### config.mk
export PLATFORM = sky130hd
export DESIGN_NAME = edf_task_scheduler
export DESIGN_NICKNAME = d
export VERILOG_FILES = /design/src/rtl/edf_pkg.sv /design/src/rtl/edf_ram.sv /design/src/rtl/edf_task_scheduler.sv
export SDC_FILE = /design/constraint.sdc
export NUM_CORES = 2
export LEC_CHECK = 0
export BUFFER_PORTS_ARGS = -buffer_cell sky130_fd_sc_hd__buf_4
export CORE_MARGIN = 2
export CORE_UTILIZATION = 55
export DETAILED_ROUTE_END_ITERATION = 10
export GPL_ROUTABILITY_DRIVEN = 0
export GPL_TIMING_DRIVEN = 0
export PLACE_DENSITY = 0.72
export SLEW_MARGIN = 25
export SYNTH_ARGS = -nofsm -noshare
export SYNTH_HDL_FRONTEND = slang
export SYNTH_SLANG_ARGS = --single-unit
export TNS_END_PERCENT = 20
### constraint.sdc
create_clock -name i_clk -period 11.53 [get_ports i_clk]
set_input_delay 1.153 -clock i_clk [delete_from_list [all_inputs] [get_ports i_clk]]
set_output_delay 1.153 -clock i_clk [all_outputs]
set_load 0.02 [all_outputs]
### src/rtl/edf_pkg.sv
// ============================================================================
// edf_pkg
// Shared types and constants for the EDF task scheduler.
// ============================================================================
package edf_pkg;

    localparam int MAX_TASKS = 16;
    localparam int SLOT_W    = $clog2(MAX_TASKS);
    localparam int ID_W      = 5;
    localparam logic [31:0] MIN_TIMEOUT_RESET = 32'd5000;

    // one task entry: key and period kept together in one memory word
    localparam int ENTRY_W = 96;

    typedef enum logic [2:0] {
        FN_ADD      = 3'd0,
        FN_START    = 3'd1,
        FN_TICK     = 3'd2,
        FN_COMPLETE = 3'd3,
        FN_REMOVE   = 3'd4,
        FN_RESET    = 3'd5
    } t_func;

    typedef enum logic [1:0] {
        ST_OK      = 2'd0,
        ST_FULL    = 2'd1,
        ST_UNKNOWN = 2'd2,
        ST_NOT_RUN = 2'd3
    } t_status;

    typedef enum logic [1:0] {
        ACT_IDLE    = 2'd0,
        ACT_RELEASE = 2'd1,
        ACT_RESUME  = 2'd2
    } t_action;

    typedef enum logic [2:0] {
        S_IDLE,
        S_RD,
        S_SCAN,
        S_SCAN2,
        S_PICK,
        S_OUT
    } t_state;

    typedef struct packed {
        logic [2:0]  func;
        logic [63:0] now;
        logic [31:0] task_period;
        logic [4:0]  task_id;
    } t_in;

    typedef struct packed {
        logic [1:0]  status;
        logic [4:0]  chosen_task;
        logic [1:0]  action;
        logic [63:0] timeout;
        logic        timeout_valid;
    } t_out;

endpackage

### src/rtl/edf_ram.sv
// ============================================================================
// edf_ram
// Generic single-port-write, single-port-read RAM with registered read.
// ============================================================================
module edf_ram #(
    parameter int WIDTH = 8,
    parameter int DEPTH = 16
) (
    input  logic                     i_clk,
    input  logic                     i_we,
    input  logic [$clog2(DEPTH)-1:0] i_waddr,
    input  logic [WIDTH-1:0]         i_wdata,
    input  logic [$clog2(DEPTH)-1:0] i_raddr,
    output logic [WIDTH-1:0]         o_rdata
);
    logic [WIDTH-1:0] r_mem [DEPTH];
    logic [WIDTH-1:0] r_rdata;

    always_ff @(posedge i_clk) begin
        if (i_we) begin
            r_mem[i_waddr] <= i_wdata;
        end
        r_rdata <= r_mem[i_raddr];
    end

    assign o_rdata = r_rdata;
endmodule

### src/rtl/edf_task_scheduler.sv
// ============================================================================
// edf_task_scheduler
// Earliest-deadline-first scheduler over a table of periodic tasks.
// ============================================================================
// Add/complete/remove/reset go from accept through S_RD and S_OUT to result.
// Start and tick sweep the task memory one slot per cycle in S_SCAN, since
// the key memory has a single read port, then pass S_SCAN2 and S_PICK.
// One item is in flight at a time; the result register frees the input.
// Reset clears the flag bits and running task, sets next id to 1; min_timeout = 5000.
// The key/period memory is not cleared: add writes an entry before use.
module edf_task_scheduler (
    input  logic                 i_clk,
    input  logic                 i_rst_n,
    input  logic                 i_valid,
    output logic                 o_stall,
    input  edf_pkg::t_in         i_data,
    output logic                 o_valid,
    input  logic                 i_stall,
    output edf_pkg::t_out        o_data,
    input  logic                 i_cfg_valid,
    output logic                 o_cfg_ready,
    input  logic [31:0]          i_cfg_data
);
    import edf_pkg::*;

    t_state r_state, n_state;
    t_in    r_in, n_in;
    t_out   r_out, n_out;
    logic   r_ovalid, n_ovalid;
    logic [31:0] r_min_to;
    logic [MAX_TASKS-1:0] r_used, n_used, r_rdy, n_rdy, r_await, n_await;
    logic [ID_W-1:0] r_next_id, n_next_id, r_run, n_run;
    logic [SLOT_W:0] r_idx, n_idx;
    logic [SLOT_W-1:0] rd_slot, r_rd_slot, n_rd_slot;
    logic            r_rd_live, n_rd_live;
    logic            r_hb, n_hb, r_hn, n_hn;
    logic [63:0]     r_bk, n_bk, r_nr, n_nr;
    logic [SLOT_W-1:0] r_best, n_best;

    logic              we;
    logic [SLOT_W-1:0] waddr;
    logic [ENTRY_W-1:0] wdata, rdata;
    logic [63:0] key, newkey, d;
    logic [31:0] per;
    logic        rel, ready_now;
    logic [SLOT_W-1:0] tslot;
    logic        tid_ok;

    edf_ram #(.WIDTH(ENTRY_W), .DEPTH(MAX_TASKS)) u_keys (
        .i_clk(i_clk), .i_we(we), .i_waddr(waddr), .i_wdata(wdata),
        .i_raddr(rd_slot), .o_rdata(rdata)
    );

    assign o_stall     = (r_state != S_IDLE) || (r_ovalid && i_stall);
    assign o_valid     = r_ovalid;
    assign o_data      = r_out;
    assign o_cfg_ready = 1'b1;

    assign key    = rdata[95:32];
    assign per    = rdata[31:0];
    assign newkey = r_in.now + {32'd0, per};
    assign tslot  = r_in.task_id[SLOT_W-1:0] - 1'b1;
    assign tid_ok = (r_in.task_id >= ID_W'(1)) && (r_in.task_id <= ID_W'(MAX_TASKS))
                    && r_used[tslot];
    assign rd_slot = r_idx[SLOT_W-1:0];
    assign d = r_nr - r_in.now;

    always_ff @(posedge i_clk) begin
        if (!i_rst_n) begin
            r_state   <= S_IDLE;
            r_ovalid  <= 1'b0;
            r_min_to  <= MIN_TIMEOUT_RESET;
            r_used    <= '0;
            r_rdy     <= '0;
            r_await   <= '0;
            r_next_id <= ID_W'(1);
            r_run     <= '0;
            r_rd_live <= 1'b0;
        end else begin
            r_state   <= n_state;
            r_ovalid  <= n_ovalid;
            r_used    <= n_used;
            r_rdy     <= n_rdy;
            r_await   <= n_await;
            r_next_id <= n_next_id;
            r_run     <= n_run;
            r_rd_live <= n_rd_live;
            if (i_cfg_valid) begin
                r_min_to <= i_cfg_data;
            end
        end
        r_in      <= n_in;
        r_out     <= n_out;
        r_idx     <= n_idx;
        r_rd_slot <= n_rd_slot;
        r_hb      <= n_hb;
        r_hn      <= n_hn;
        r_bk      <= n_bk;
        r_nr      <= n_nr;
        r_best    <= n_best;
    end

    always_comb begin
        n_state   = r_state;
        n_in      = r_in;
        n_out     = r_out;
        n_ovalid  = r_ovalid && i_stall;
        n_used    = r_used;
        n_rdy     = r_rdy;
        n_await   = r_await;
        n_next_id = r_next_id;
        n_run     = r_run;
        n_idx     = r_idx;
        n_rd_slot = rd_slot;
        n_rd_live = 1'b0;
        n_hb      = r_hb;
        n_hn      = r_hn;
        n_bk      = r_bk;
        n_nr      = r_nr;
        n_best    = r_best;
        we        = 1'b0;
        waddr     = r_rd_slot;
        wdata     = {newkey, per};
        rel       = 1'b0;
        ready_now = 1'b0;
        case (r_state)
            S_IDLE: begin
                if (i_valid && !o_stall) begin
                    n_in    = i_data;
                    n_state = S_RD;
                end
            end
            S_RD: begin
                n_out   = '0;
                n_idx   = '0;
                n_hb    = 1'b0;
                n_hn    = 1'b0;
                n_state = S_OUT;
                case (r_in.func)
                    FN_ADD: begin
                        if (r_next_id > ID_W'(MAX_TASKS)) begin
                            n_out.status = ST_FULL;
                        end else begin
                            we    = 1'b1;
                            waddr = SLOT_W'(r_next_id - 1'b1);
                            wdata = {59'd0, r_next_id, r_in.task_period};
                            n_used[waddr]  = 1'b1;
                            n_rdy[waddr]   = 1'b0;
                            n_await[waddr] = 1'b1;
                            n_out.chosen_task = r_next_id;
                            n_next_id = r_next_id + 1'b1;
                        end
                    end
                    FN_START, FN_TICK: begin
                        n_state = S_SCAN;
                    end
                    FN_COMPLETE: begin
                        if (!tid_ok) begin
                            n_out.status = ST_UNKNOWN;
                        end else if (r_run != r_in.task_id || !r_rdy[tslot]) begin
                            n_out.status = ST_NOT_RUN;
                        end else begin
                            n_rdy[tslot]   = 1'b0;
                            n_await[tslot] = 1'b1;
                            n_run          = '0;
                        end
                    end
                    FN_REMOVE: begin
                        if (!tid_ok) begin
                            n_out.status = ST_UNKNOWN;
                        end else begin
                            n_used[tslot]  = 1'b0;
                            n_rdy[tslot]   = 1'b0;
                            n_await[tslot] = 1'b0;
                            if (r_run == r_in.task_id) begin
                                n_run = '0;
                            end
                        end
                    end
                    FN_RESET: begin
                        n_used    = '0;
                        n_rdy     = '0;
                        n_await   = '0;
                        n_next_id = ID_W'(1);
                        n_run     = '0;
                    end
                    default: ;
                endcase
            end
            S_SCAN: begin
                // issue reads slot by slot; process the entry read last cycle
                if (r_idx < (SLOT_W+1)'(MAX_TASKS)) begin
                    n_rd_live = 1'b1;
                    n_rd_slot = rd_slot;
                    n_idx     = r_idx + 1'b1;
                end else begin
                    n_state = S_SCAN2;
                end
            end
            S_SCAN2: begin
                n_state = S_PICK;
            end
            default: ;
        endcase

        // entry returned by the memory: release, then on tick track minima
        if (r_rd_live && r_used[r_rd_slot]) begin
            ready_now = r_rdy[r_rd_slot];
            if (!ready_now && (r_in.func == FN_START || key <= r_in.now)) begin
                rel = 1'b1;
            end
            if (rel) begin
                we = 1'b1;
                n_rdy[r_rd_slot] = 1'b1;
            end
            if (r_in.func == FN_TICK) begin
                if (rel || ready_now) begin
                    if (!r_hb || (rel ? newkey : key) < r_bk) begin
                        n_hb   = 1'b1;
                        n_bk   = rel ? newkey : key;
                        n_best = r_rd_slot;
                    end
                end else if (!r_hn || key < r_nr) begin
                    n_hn = 1'b1;
                    n_nr = key;
                end
            end
        end

        if (r_state == S_PICK) begin
            n_state = S_OUT;
            if (r_in.func == FN_TICK) begin
                if (r_hn) begin
                    n_out.timeout_valid = 1'b1;
                    n_out.timeout = (d < {32'd0, r_min_to}) ? {32'd0, r_min_to} : d;
                end
                if (r_hb) begin
                    n_out.chosen_task = ID_W'(r_best) + 1'b1;
                    n_run = ID_W'(r_best) + 1'b1;
                    if (r_await[r_best]) begin
                        n_out.action = ACT_RELEASE;
                        n_await[r_best] = 1'b0;
                    end else begin
                        n_out.action = ACT_RESUME;
                    end
                end else begin
                    n_run = '0;
                end
            end
        end

        if (r_state == S_OUT && !(r_ovalid && i_stall)) begin
            n_ovalid = 1'b1;
            n_state  = S_IDLE;
        end
    end
endmodule
Word-level counts from Yosys, hierarchy flattened
Memories as Yosys holds them, arrays and structs flattened. A register that Yosys moved wholly into a read port is not among the register bits.
Cells that the tools add are included.
{"block": "word_totals", "regBits": 416, "mem_bits_rw": 1536, "in_bits": 141, "output_inout_bits": 77, "elab_cells": 225, "memories": 1}
{"memory": "u_keys.r_mem", "depth": 16, "word_bits": 96, "read_ports": 1, "rd_ports_with_merged_regs": 1, "wr": 1, "line": "edf_ram.sv:16", "source": "logic [WIDTH-1:0] r_mem [DEPTH];"}
{"block": "op_classes", "n_addsub": 7, "n_lt_le_gt_ge": 16, "n_eq_ne": 19, "n_mux": 99, "n_bitwise": 14, "n_reduce_logical": 43}
{"cell": "two-way mux 16 bit", "n": 18}
{"cell": "two-way mux 96 bit", "n": 3}
{"cell": "two-way mux 72 bit", "n": 3}
{"cell": "less-than comparator 64 bit", "n": 2}
{"cell": "two-way mux 64 bit", "n": 2}
{"cell": "case mux 16 bit (4 select lines)", "n": 2}
{"cell": "bitwise AND 16 bit", "n": 5}
{"cell": "two-way mux 65 bit", "n": 1}
{"cell": "adder 64 x 32 -> 64 bit", "n": 1}
{"cell": "<= comparator 64 bit", "n": 1}
{"cell": "less-than comparator 64 x 32 -> 1 bit", "n": 1}
{"cell": "bitwise OR 16 bit", "n": 4}
{"cell": "subtractor 64 bit", "n": 1}
{"cell": "two-way mux 5 bit", "n": 12}
{"cell": "NOT 16 bit", "n": 3}
{"cell": "case mux 16 bit (3 select lines)", "n": 1}
{"cell": "two-way mux 1 bit", "n": 31}
{"cell": "binary-select mux 1 bit (select 4 bit)", "n": 5}
{"cell": "less-than comparator 4 x 5 -> 1 bit (second input constant)", "n": 4}
{"cell": "case mux 5 bit (2 select lines)", "n": 2}
{"cell": "demux 1 bit (select 4 bit)", "n": 4}
{"cell": ">= comparator 4 x 1 -> 1 bit (second input constant)", "n": 4}
{"cell": "case mux 5 bit (3 select lines)", "n": 1}
{"cell": "equality test 3 x 2 -> 1 bit (second input constant)", "n": 4}
{"cell": "other kinds (33)", "n": 83}

Longest topological paths before layout
{"block": "depth", "ltp_word": 15, "depth_mapped": 28, "depth_no_buf": 27}

Hierarchy
Synthesis repeated with hierarchy kept, for this count alone.
{"block": "hier_totals", "cells_unflattened": 5794, "hier_area_um2": 89279.4}
{"mod": "edf_ram", "n_inst": 1, "cells_each": 2460, "area_each_um2": 59355.7, "seq_area_each_um2": 48046.1}
{"mod": "edf_task_scheduler", "n_inst": 1, "cells_each": 3334, "area_each_um2": 29923.7, "seq_area_each_um2": 10760.3}

Worst setup path after synthesis
Ideal clock, no wire load.
{"block": "synth_timing", "path_type": "register to register", "start": "register r_in[37] (netlist bit)", "end": "register r_best[0], enable pin", "setup_time_ns": 0.537, "arrival_ns": 8.455, "required_ns": 10.993, "setup_slack_ns": 2.538, "stages_incl_launch_ff": 28, "path_buffers": 1, "period_less_slack_ns": 8.992, "path_cell_list": "edfxtp_1 -> ha_1 -> fa_1 -> a21o_1 -> a21oi_1 -> o21bai_1 -> a31oi_1 -> o21ba_2 -> nor3b_1 -> a211oi_1 -> o31ai_1 -> o2111ai_1 -> clkbuf_1 -> nor2_1 -> xnor2_1 -> o21ai_0 -> ha_1 -> a21o_1 -> a21o_1 -> a21o_1 -> a21o_1 -> a21o_1 -> a21o_1 -> a21oi_1 -> o31ai_1 -> a21oi_1 -> o211ai_1 -> a31oi_1"}
{"block": "synth_between", "elab_chain_len": 9, "elab_cells_between_ends": 11, "cone_classes": "1 x add/sub; 2 x order compare; 3 x mux; 5 x reduce/logical"}
{"element": "from (decl)", "line": "edf_task_scheduler.sv:27", "source": "t_in r_in, n_in;"}
{"element": "from (signal assigned)", "line": "edf_task_scheduler.sv:92", "source": "r_in <= n_in;"}
{"element": "<= comparator 64 bit", "line": "edf_task_scheduler.sv:209", "source": "if (!ready_now && (r_in.func == FN_START || key <= r_in.now)) begin"}
{"element": "logical OR 1 bit", "line": "edf_task_scheduler.sv:209"}
{"element": "logical AND 1 bit", "line": "edf_task_scheduler.sv:209"}
{"element": "two-way mux 1 bit", "line": "edf_task_scheduler.sv:209"}
{"element": "two-way mux 1 bit", "line": "edf_task_scheduler.sv:207", "source": "if (r_rd_live && r_used[r_rd_slot]) begin"}
{"element": "two-way mux 64 bit", "line": "edf_task_scheduler.sv:218", "source": "if (!r_hb || (rel ? newkey : key) < r_bk) begin"}
{"element": "less-than comparator 64 bit", "line": "edf_task_scheduler.sv:218"}
{"element": "logical OR 1 bit", "line": "edf_task_scheduler.sv:218"}
{"element": "AND reduction 4 bit (no line) (*)"}
{"element": "to (signal assigned)", "line": "edf_task_scheduler.sv:100", "source": "r_best <= n_best;"}
{"element": "to (decl)", "line": "edf_task_scheduler.sv:38", "source": "logic [SLOT_W-1:0] r_best, n_best;"}
Mark *: on every way between the ends. The rest lies on a longest branch, timed or not. The select of a mux whose other input is x is not followed.
A chain may end at the register's enable or synchronous reset.

Final worst setup path
{"block": "layout_timing", "start": "register r_in[37] (netlist bit)", "end": "register r_bk[53], enable pin"}
{"block": "layout_between", "elab_chain_len": 9, "elab_cells_between_ends": 11, "cone_classes": "1 x add/sub; 2 x order compare; 3 x mux; 5 x reduce/logical"}
{"element": "<= comparator 64 bit", "line": "edf_task_scheduler.sv:209"}
{"element": "logical OR 1 bit", "line": "edf_task_scheduler.sv:209"}
{"element": "logical AND 1 bit", "line": "edf_task_scheduler.sv:209"}
{"element": "two-way mux 1 bit", "line": "edf_task_scheduler.sv:209"}
{"element": "two-way mux 1 bit", "line": "edf_task_scheduler.sv:207"}
{"element": "two-way mux 64 bit", "line": "edf_task_scheduler.sv:218"}
{"element": "less-than comparator 64 bit", "line": "edf_task_scheduler.sv:218"}
{"element": "logical OR 1 bit", "line": "edf_task_scheduler.sv:218"}
{"element": "AND reduction 4 bit (no line) (*)"}
{"element": "to (signal assigned)", "line": "edf_task_scheduler.sv:98", "source": "r_bk <= n_bk;"}
{"element": "to (decl)", "line": "edf_task_scheduler.sv:37", "source": "logic [63:0] r_bk, n_bk, r_nr, n_nr;"}
Marks and branches as above.

==> results.md <==
• **unrepaired setup endpoints after global routing** no
• **wire length of the first global-routing pass** 381000 µm
• **Post-DP HPWL** 186000 µm
• **amount of wire on met2 after detailed routing** 120000 µm
• **mux cell area share after synthesis** 0.136
• **clock root buffer** clkbuf_16
• **wire length after detailed routing** 265000 µm
• **max-slew headroom at the worst pin** 0.178
• **share of the synthesized area in the top cell type** 0.603
• **final setup vio count** 0
• **number of buffers added for setup after CTS** 0
• **number of antenna violations at the first check in global routing** 5
• **final layout net count** 6538
• **total clock buffers created by CTS** 202
• **classification of the worst-slack hold path** reg2reg
• **startpoint of the most critical register-to-register path** r_in[37]$_DFFE_PP_
• **Clock Latency Late Sink** 860 ps
• **count of instances resized after the clock tree is built** 0
• **Iter 0 DRT Violations** 8613
• **Max clock buf depth** 3
• **pin count of the biggest net entering global routing** 49
• **Setup crit end** r_bk[53]$_DFFE_PP_
• **post-synthesis sequential element count** 2048
• **worst endpoint data arrival time** 10240 ps
• **number of global-route vias before repair** 54.6k
• **post-route DRC violation count** 0
• **Worst Path Required** 12120 ps
• **commonest non-fill, non-tap cells in the layout** 1779 x edfxtp_1, 503 x mux4_2, 366 x nand2_1, 332 x ha_1, 269 x dfxtp_1
• **per-instance average area after synthesis** 16.1 µm²
• **Layout Cells excl Fill** 8404
• **Hold-fix buffers, CTS** 0
• **Synth Area in Simple Gates** 0.0542
• **TNS Setup** 0 ps
• **critical path endpoint category** flip-flop
• **routed length on met3** 31100 µm
• **maximum clock skew at final layout** 34.9 ps
• **Distinct cells, synth** 79
• **Final Hold Viols** 0
• **top layer reached by signal wires** met5
• **wl on met1** 97600 µm
• **post-synthesis share of cell area spent on xor and xnor gates** 0.0123
• **logic depth of the worst register-to-register path** 25
• **register area share after synthesis** 0.664
• **Ys Warns** 0
• **effective utilization at floorplan** 0.553
• **Setup CP Type** reg2reg
• **core region area** 160000 µm²
• **most common cell after layout, fill and taps aside** edfxtp_1
• **outcome** completed
• **reg-to-reg setup timing slack** 1870 ps
• **IO buf count** 214
• **number of top-level pins** 218
• **Clock Sinks** 2048
• **Synth area leader** edfxtp_1
• **leakage power** 36.9 nW
• **clock slew at the register clock pins of the worst setup and hold paths** 70 ps
• **peak supply drop** 210 µV
• **Critical Path Fanout Max** 16
• **Post-synth EDFFs** 1779
• **Synth Area in Compound Gates** 0.0647
• **post-layout min period** 9660 ps
• **total grt overflow** 0
• **dpl cells** 8019
• **end of the worst register-to-register path** r_bk[53]$_DFFE_PP_
• **cell types occupying the most area after synthesis** edfxtp_1 60%, mux4_2 13%, dfxtp_1 6.1%
• **area share of fa/ha/maj cells after synthesis** 0.0474
• **drt via density** 6.63
• **layout cells sized above 1** 0.212
• **number of levels in the clock H-tree** 4
• **CTS tree** built
• **final critical-path share of the clock period** 0.838
• **post-synthesis instance area** 88600 µm²
• **Setup crit start** r_in[37]$_DFFE_PP_
• **Max stage delay cell, worst path** nor4_1
• **pwr/cell area** 247 nW/µm²
• **relative area change from synthesis to final layout** 17.6%
• **kind of launch point of the worst setup path** flip-flop
• **overall die area** 164000 µm²
• **slew at the pin closest to its max-slew limit** 1230 ps
• **row count** 147
• **# Max-Cap Violations** 0
• **peak per-stage delay on the critical path** 750 ps
• **Final ANT Viol Nets** 0
• **router iterations before antenna repair** 7
• **average routed wire per standard cell** 31.5 µm
• **Max Clk Rate** 0.104 GHz
• **y dimension of the die** 405 µm
• **Die X** 405 µm
• **dominant register cell in the synthesized netlist** edfxtp_1
• **asr flop ratio synth** 0
• **number of instances in the synthesized netlist** 5494
• **number of vias after detailed routing** 55.7k
• **combinational family with the most area after synthesis** multiplexers
• **number of slew-limit violations in the final report** 0
• **Mapped Nets** 5969
• **global routing usage summed across all routing layers** 0.324
-- sequential cells by signal, indices dropped and copies added, names as in the netlist --
name / cells
o_data: 74
o_valid: 1
r_await: 16
r_best: 4
r_bk: 64
r_hb: 1
r_hn: 1
r_idx: 5
r_in: 104
r_min_to: 32
r_next_id: 5
r_nr: 64
r_rd_live: 1
r_rd_slot: 4
r_rdy: 16
r_run: 5
r_state: 3
r_used: 16
u_keys.o_rdata: 96
u_keys.r_mem: 1536
-- synthesized netlist by cell type, drive strengths merged, types with 6 or more instances --
cell type	n
o211ai	25
a2111oi	11
nor2b	49
nor2	179
o2111a	13
mux2i	62
o21ai	274
nor4	14
a221oi	9
or2	8
edfxtp	1779
a21oi	205
o31ai	12
and3	30
a41o	7
or4	6
and4	8
or3	14
nand3	116
buf	48
inv	266
and2	30
o22ai	28
a21boi	13
nor3	37
clkbuf	193
a211oi	24
nand4	100
o21bai	18
xnor2	80
ha	332
o21a	19
nand2b	26
a21o	141
a31oi	35
nand3b	6
o311ai	19
xor2	44
mux2	6
dfxtp	269
mux4	503
o31a	6
nand2	366
a211o	6
nor3b	7
-- kinds of logic (layout without fill, tap and decap cells) --
group,count (synthesis),after routing
DFF,2048,2048
AOI/OAI and AO/OA,906,906
and+or+nand+nor,1003,1003
xor gates and xnor gates,124,124
adders and majority gates,334,334
buffers and inverters,507,1256
other,1,2
muxes,571,571
-- through the flow --
stage                     setup WS (ps)  instance area [µm²]  utilization  hold WS (ps)  total power, mW
after global placement            -6170                92900        0.580           359             18.3
after floorplan                    2540                88600            -           346             15.6
after detailed placement           2420                97100        0.606           366             18.7
after global routing               1740               104000        0.650           400             26.7
after CTS                          2270               104000        0.650           380             25.6
final                              1870               104000        0.650           381             25.8
-- layer usage --
metal	GRT usage	vias to the layer above
li1	-	22900
met2	0.493	3984
met5	0	-
met4	0.174	4
met3	0.0709	773
met1	0.441	28100
-- power by group --
part	switching (mW)	total, mW	internal, mW
sequential	0.587	10.6	9.99
combinational	5.44	8.32	2.88
clock	2.92	6.85	3.93
-- worst max-delay path: cells and delay by family (launching register included) --
family / cells / cell delay, ps
buf+inv: 3 / 1090
fa+ha+maj: 3 / 1040
flops: 1 / 500
xor+xnor: 1 / 490
simple gates: 8 / 2950
compound gates: 10 / 3250
-- worst min-delay path by stage --
stage | startpoint | end | slack (ps) | cells past startpoint
floorplan | r_idx[2]$_SDFFCE_PN0P_ | r_rd_slot[2]$_DFF_P_ | 350 | 0
finish | r_idx[2]$_SDFFCE_PN0P_ | r_rd_slot[2]$_DFF_P_ | 380 | 0
global placement | r_idx[2]$_SDFFCE_PN0P_ | r_rd_slot[2]$_DFF_P_ | 360 | 0
detailed placement | r_idx[2]$_SDFFCE_PN0P_ | r_rd_slot[2]$_DFF_P_ | 370 | 0
global route | r_idx[2]$_SDFFCE_PN0P_ | r_rd_slot[2]$_DFF_P_ | 400 | 0
CTS | r_idx[2]$_SDFFCE_PN0P_ | r_rd_slot[2]$_DFF_P_ | 380 | 0
-- cell type report --
class                   count  area, µm²
flip-flops and latches   2048      58800
repair buffers            365       5520
inverters                 266        998
multi-input cells        2939      28200
diodes                      1       2.50
well taps                2160       2700
clock inverters           108       1340
fillers                 10700      56000
plain buffers             241       1010
clock buffers             276       5610
(Power assumes the default switching activity.)
